==> src/hdl/eatf_pkg.sv <==
// shared constants, types and state encoding for the edge adjacent triangle finder
`default_nettype none
package eatf_pkg;

	// table geometry
	localparam int MaxTriangles = 1024;
	localparam int SlotW        = $clog2(MaxTriangles);
	localparam int CountW       = 11;
	localparam int VertW        = 16;
	localparam int EntryW       = 3 * VertW;

	// query sequencer states
	typedef enum logic [1:0] {
		ST_IDLE,
		ST_SCAN,
		ST_REPORT
	} state_t;

	// input mode codes
	localparam logic MODE_LOAD  = 1'b0;
	localparam logic MODE_QUERY = 1'b1;

	// outcome of testing one table entry against the edge
	typedef struct packed {
		logic             hit;
		logic [VertW-1:0] opp;
	} match_t;

endpackage
`default_nettype wire

==> src/hdl/eatf_match.sv <==
// edge test unit shared by every step of the scan: one table entry per cycle
`default_nettype none
module eatf_match (
	input  wire logic [eatf_pkg::EntryW-1:0] entry,
	input  wire logic [eatf_pkg::VertW-1:0]  edge_a,
	input  wire logic [eatf_pkg::VertW-1:0]  edge_b,
	output eatf_pkg::match_t                 result
);
	import eatf_pkg::*;

	logic [VertW-1:0] v0, v1, v2;
	logic             on0, on1, on2;

	// split the entry and mark vertices that lie on the edge
	assign v0  = entry[VertW-1:0];
	assign v1  = entry[2*VertW-1:VertW];
	assign v2  = entry[3*VertW-1:2*VertW];
	assign on0 = (v0 == edge_a) || (v0 == edge_b);
	assign on1 = (v1 == edge_a) || (v1 == edge_b);
	assign on2 = (v2 == edge_a) || (v2 == edge_b);

	// try rotations in order, first one wins
	always_comb begin
		result.hit = 1'b0;
		result.opp = '0;
		if (!on0 && on1 && on2) begin
			result.hit = 1'b1;
			result.opp = v0;
		end else if (!on1 && on2 && on0) begin
			result.hit = 1'b1;
			result.opp = v1;
		end else if (!on2 && on0 && on1) begin
			result.hit = 1'b1;
			result.opp = v2;
		end
	end

endmodule
`default_nettype wire

==> config.mk <==
export PLATFORM = sky130hd
export DESIGN_NAME = eatf_match
export DESIGN_NICKNAME = d
export VERILOG_FILES = /design/src/hdl/eatf_pkg.sv /design/src/hdl/eatf_match.sv
export SDC_FILE = /design/constraint.sdc
export NUM_CORES = 1
export LEC_CHECK = 0
export BUFFER_PORTS_ARGS = -buffer_cell sky130_fd_sc_hd__buf_4
export CAP_MARGIN = 20
export CORE_MARGIN = 1
export CORE_UTILIZATION = 46
export DETAILED_ROUTE_END_ITERATION = 12
export GPL_TIMING_DRIVEN = 1
export PLACE_DENSITY = 0.95
export SYNTH_ARGS = -nofsm -noshare
export SYNTH_HDL_FRONTEND = slang
export SYNTH_SLANG_ARGS = --single-unit
==> constraint.sdc <==
create_clock -name vclk -period 2.5
set_input_delay 0.375 -clock vclk [all_inputs]
set_output_delay 0.375 -clock vclk [all_outputs]
set_load 0.05 [all_outputs]
; ---- After elaboration in Yosys (flattened, before gate mapping)
; Cells that the tools add are included.
[totals]
elab_cells = 21
out_inout_bits = 17
register_bits = 0
[classes]
reduce_logical = 12
n_eq_ne = 6
n_mux = 3
[ops]
columns = op, n
row1 = $eq 16x16->1, 6
row2 = $mux 17, 3
row3 = $logic_and 1x1->1, 6
row4 = $logic_not 1->1, 3
row5 = $logic_or 1x1->1, 3

; ---- Depth between registers and ports, before layout
[logic_depth]
ltp_word = 8
depth_mapped = 8
mapped_depth_nobuf = 6

; ---- Worst setup path before layout
; OpenSTA, ideal clock, no wires.
[synth_timing]
kind = input to output
start = input port edge_b[6] in the netlist's numbering
end = output port result[10] in the netlist's numbering
path_slack_ps = -294
path_buffers = 1
path_stages = 7
arrival_ps = 2419
t_required_ps = 2125
cell_sequence = xor2_1 nor4_2 nand4_2 a211oi_4 buf_6 nand2_1 o221ai_1
[synth_lines]
columns = element, line_no
row1 = from (decl), eatf_match.sv:6  ; input wire logic [eatf_pkg::VertW-1:0] edge_b,
row2 = to (decl), eatf_match.sv:7  ; output eatf_pkg::match_t result

==> impl_metrics.env <==
export IMPL_path_max_fanout=7
export IMPL_routed_wl_mm=9.02
export IMPL_cp_num_buf_inv=3
export IMPL_clkbuf_count=0
export IMPL_first_iter_violations=217
export IMPL_finalSetupViolations=17
export IMPL_placed_area_um2=2670
export IMPL_max_freq_ghz=0.364
export IMPL_grt_setup_unrepaired="true"
export IMPL_grt_pass1_wl_mm=10.0
export IMPL_vias_per_cell=6.39
export IMPL_vias=2481
export IMPL_ys_seq_area_share_pct=0
export IMPL_die_y_um=60.8
export IMPL_worst_slack_ns=-0.250
export IMPL_antenna_cells=0
export IMPL_fin_crit_sh_pct=110
export IMPL_p_per_area_nw_per_um2=145
export IMPL_power_uw=456
export IMPL_crit_type="input pin to output port"
export IMPL_syn_area_per_cell_um2=7.77
export IMPL_hold_violations=0
export IMPL_start_util_pct=47.7
export IMPL_first_pass_iters=6
export IMPL_place_congestion=1.00
export IMPL_core_area_um2=3340
export IMPL_synth_cells=205
export IMPL_rows=21
export IMPL_grt_util_all_layers_pct=36.4
export IMPL_drv_cap=0
export IMPL_nets=424
export IMPL_worstSetupStartpointType="input pin"
export IMPL_wl_per_cell_um=23.2
export IMPL_critPathMostFrequentCell="buf_6"
export IMPL_worst_path_stages=9
export IMPL_grt_ovfl_total=0
export IMPL_arrival_ns=2.37
export IMPL_holdPathStages=4
export IMPL_cpLargestDelayFamily="simple AND/OR/NAND/NOR gates"
export IMPL_grt_max_degree=17
export IMPL_drive_gt1_share_pct=58.2
export IMPL_end_kind="output port"
export IMPL_design_area_um2=3140
export IMPL_syn_cell_area_um2=1590
export IMPL_crit_chain="buf_4, xor2_1, nor4_2, nand4_1, a211oi_4, buf_6, nand2_1, o221ai_2, buf_6"
export IMPL_hold_start="entry[35]"
export IMPL_status="finished with violations"
export IMPL_hold_end="result[3]"
export IMPL_layout_min_cycle_time_ns=2.75
export IMPL_grt_pass1_vias=2188
export IMPL_failed_checks="setup timing"
export IMPL_yosys_warnings=0
export IMPL_peakVddDrop_mv=0.117
export IMPL_fillers=99
export IMPL_areaGrowthSynthToFinish_pct=97.1
export IMPL_cp_slowest_cell="a211oi_4"
export IMPL_max_stage_delay_ns=0.37
export IMPL_tightest_slew_ns=0.365
export IMPL_seqCellArea_um2=0
export IMPL_ant_nets=0
export IMPL_cp_required_ns=2.12
export IMPL_maxSlewViolCount=0
export IMPL_io_buffers=97
export IMPL_slew_headroom_pct=75.5
export IMPL_ys_types=19
export IMPL_dp_cells=380
export IMPL_post_route_drc_count=0
export IMPL_ctsHoldBuffers=0
export IMPL_dieArea_um2=3700
export IMPL_mappedNetlistNets=285
export IMPL_design_seq_count=0
export IMPL_hold_path_class="input pin to output port"
export IMPL_dp_hpwl_mm=5.14
export IMPL_antenna_found_initial=0
export IMPL_setup_tns_ns=-3.74
export IMPL_post_place_ws_ns=-0.276
export IMPL_fin_cells=388
export IMPL_die_x_um=60.8
export IMPL_fin_util_pct=94.1
export IMPL_hold_ws_ns=1.20
export IMPL_leakagePower_nw=1.30
export IMPL_io_pins=97
cell type report:
type | count | area [um^2] | share of cell area [%]
Timing Repair Buffer | 145 | 1210 | 38.6
Tap cell | 46 | 57.6 | 1.83
Multi-Input combinational cell | 197 | 1870 | 59.6
placed cells by master, fill, tap and decap left out, types with 6 or more instances in the layout:
cell type,count
buf_4,114
buf_6,28
nand2_1,24
nand2_2,6
nand4_1,17
nor4_2,9
o221ai_2,14
or3b_1,13
xnor2_1,58
xnor2_2,6
xor2_1,29
how the worst max path moves through the flow:
| stage | slack [ns] | to | start |
|---|---|---|---|
| 2_1_floorplan | -0.29 | result[12] | edge_b[6] |
| 3_3_place_gp | -0.23 | result[15] | edge_a[0] |
| 3_5_place_dp | -0.28 | result[12] | edge_a[0] |
| 4_1_cts | -0.17 | result[1] | edge_a[6] |
| 5_1_grt | -0.28 | result[2] | entry[43] |
| 6_report | -0.25 | result[10] | edge_a[2] |
synth_stat cells, drive strengths merged:
library cell / instances / share of area [%]
xnor2: 64 / 35
nand2: 33 / 7.8
xor2: 32 / 18
nand4: 18 / 7.5
o221ai: 16 / 8.8
or3b: 16 / 8.8
nor4: 12 / 8.2
clkbuf: 5 / 1.2
buf: 3 / 1.6
a211oi: 1 / 1.3
a21oi: 1 / 0.31
nor2: 1 / 0.24
nor3b: 1 / 0.47
o211ai: 1 / 0.79
o21ai: 1 / 0.31
timing repair:
action                                  4_1_cts  5_1_grt
endpoints found under the setup margin       17       17
setup buffers                                 3        4
gates cloned                                  0        1
pin swaps                                    15       23
gates resized for setup                      36       44
cells by family (layout without fill, tap and decap cells):
family | Yosys count | count (layout) | synth area share, %
buf+inv | 8 | 145 | 2.83
simple gates | 81 | 81 | 32.9
xor+xnor | 96 | 96 | 52.8
compound gates | 20 | 20 | 11.5
per-layer routing:
metal / share of wire, % / vias to the layer above / GRT usage, %
met4: 6.1 / 0 / 16.9
met3: 10 / 70 / 6.18
met1: 36 / 1183 / 43.5
li1: - / 1014 / -
met2: 48 / 214 / 63.4
met5: 0 / - / 0
power by group:
group          switching [mW]  internal [mW]  total (mW)
Clock                       0              0           0
Combinational           0.230          0.226       0.456
Sequential                  0              0           0
No activity file was read; power rests on OpenSTA's default activity.
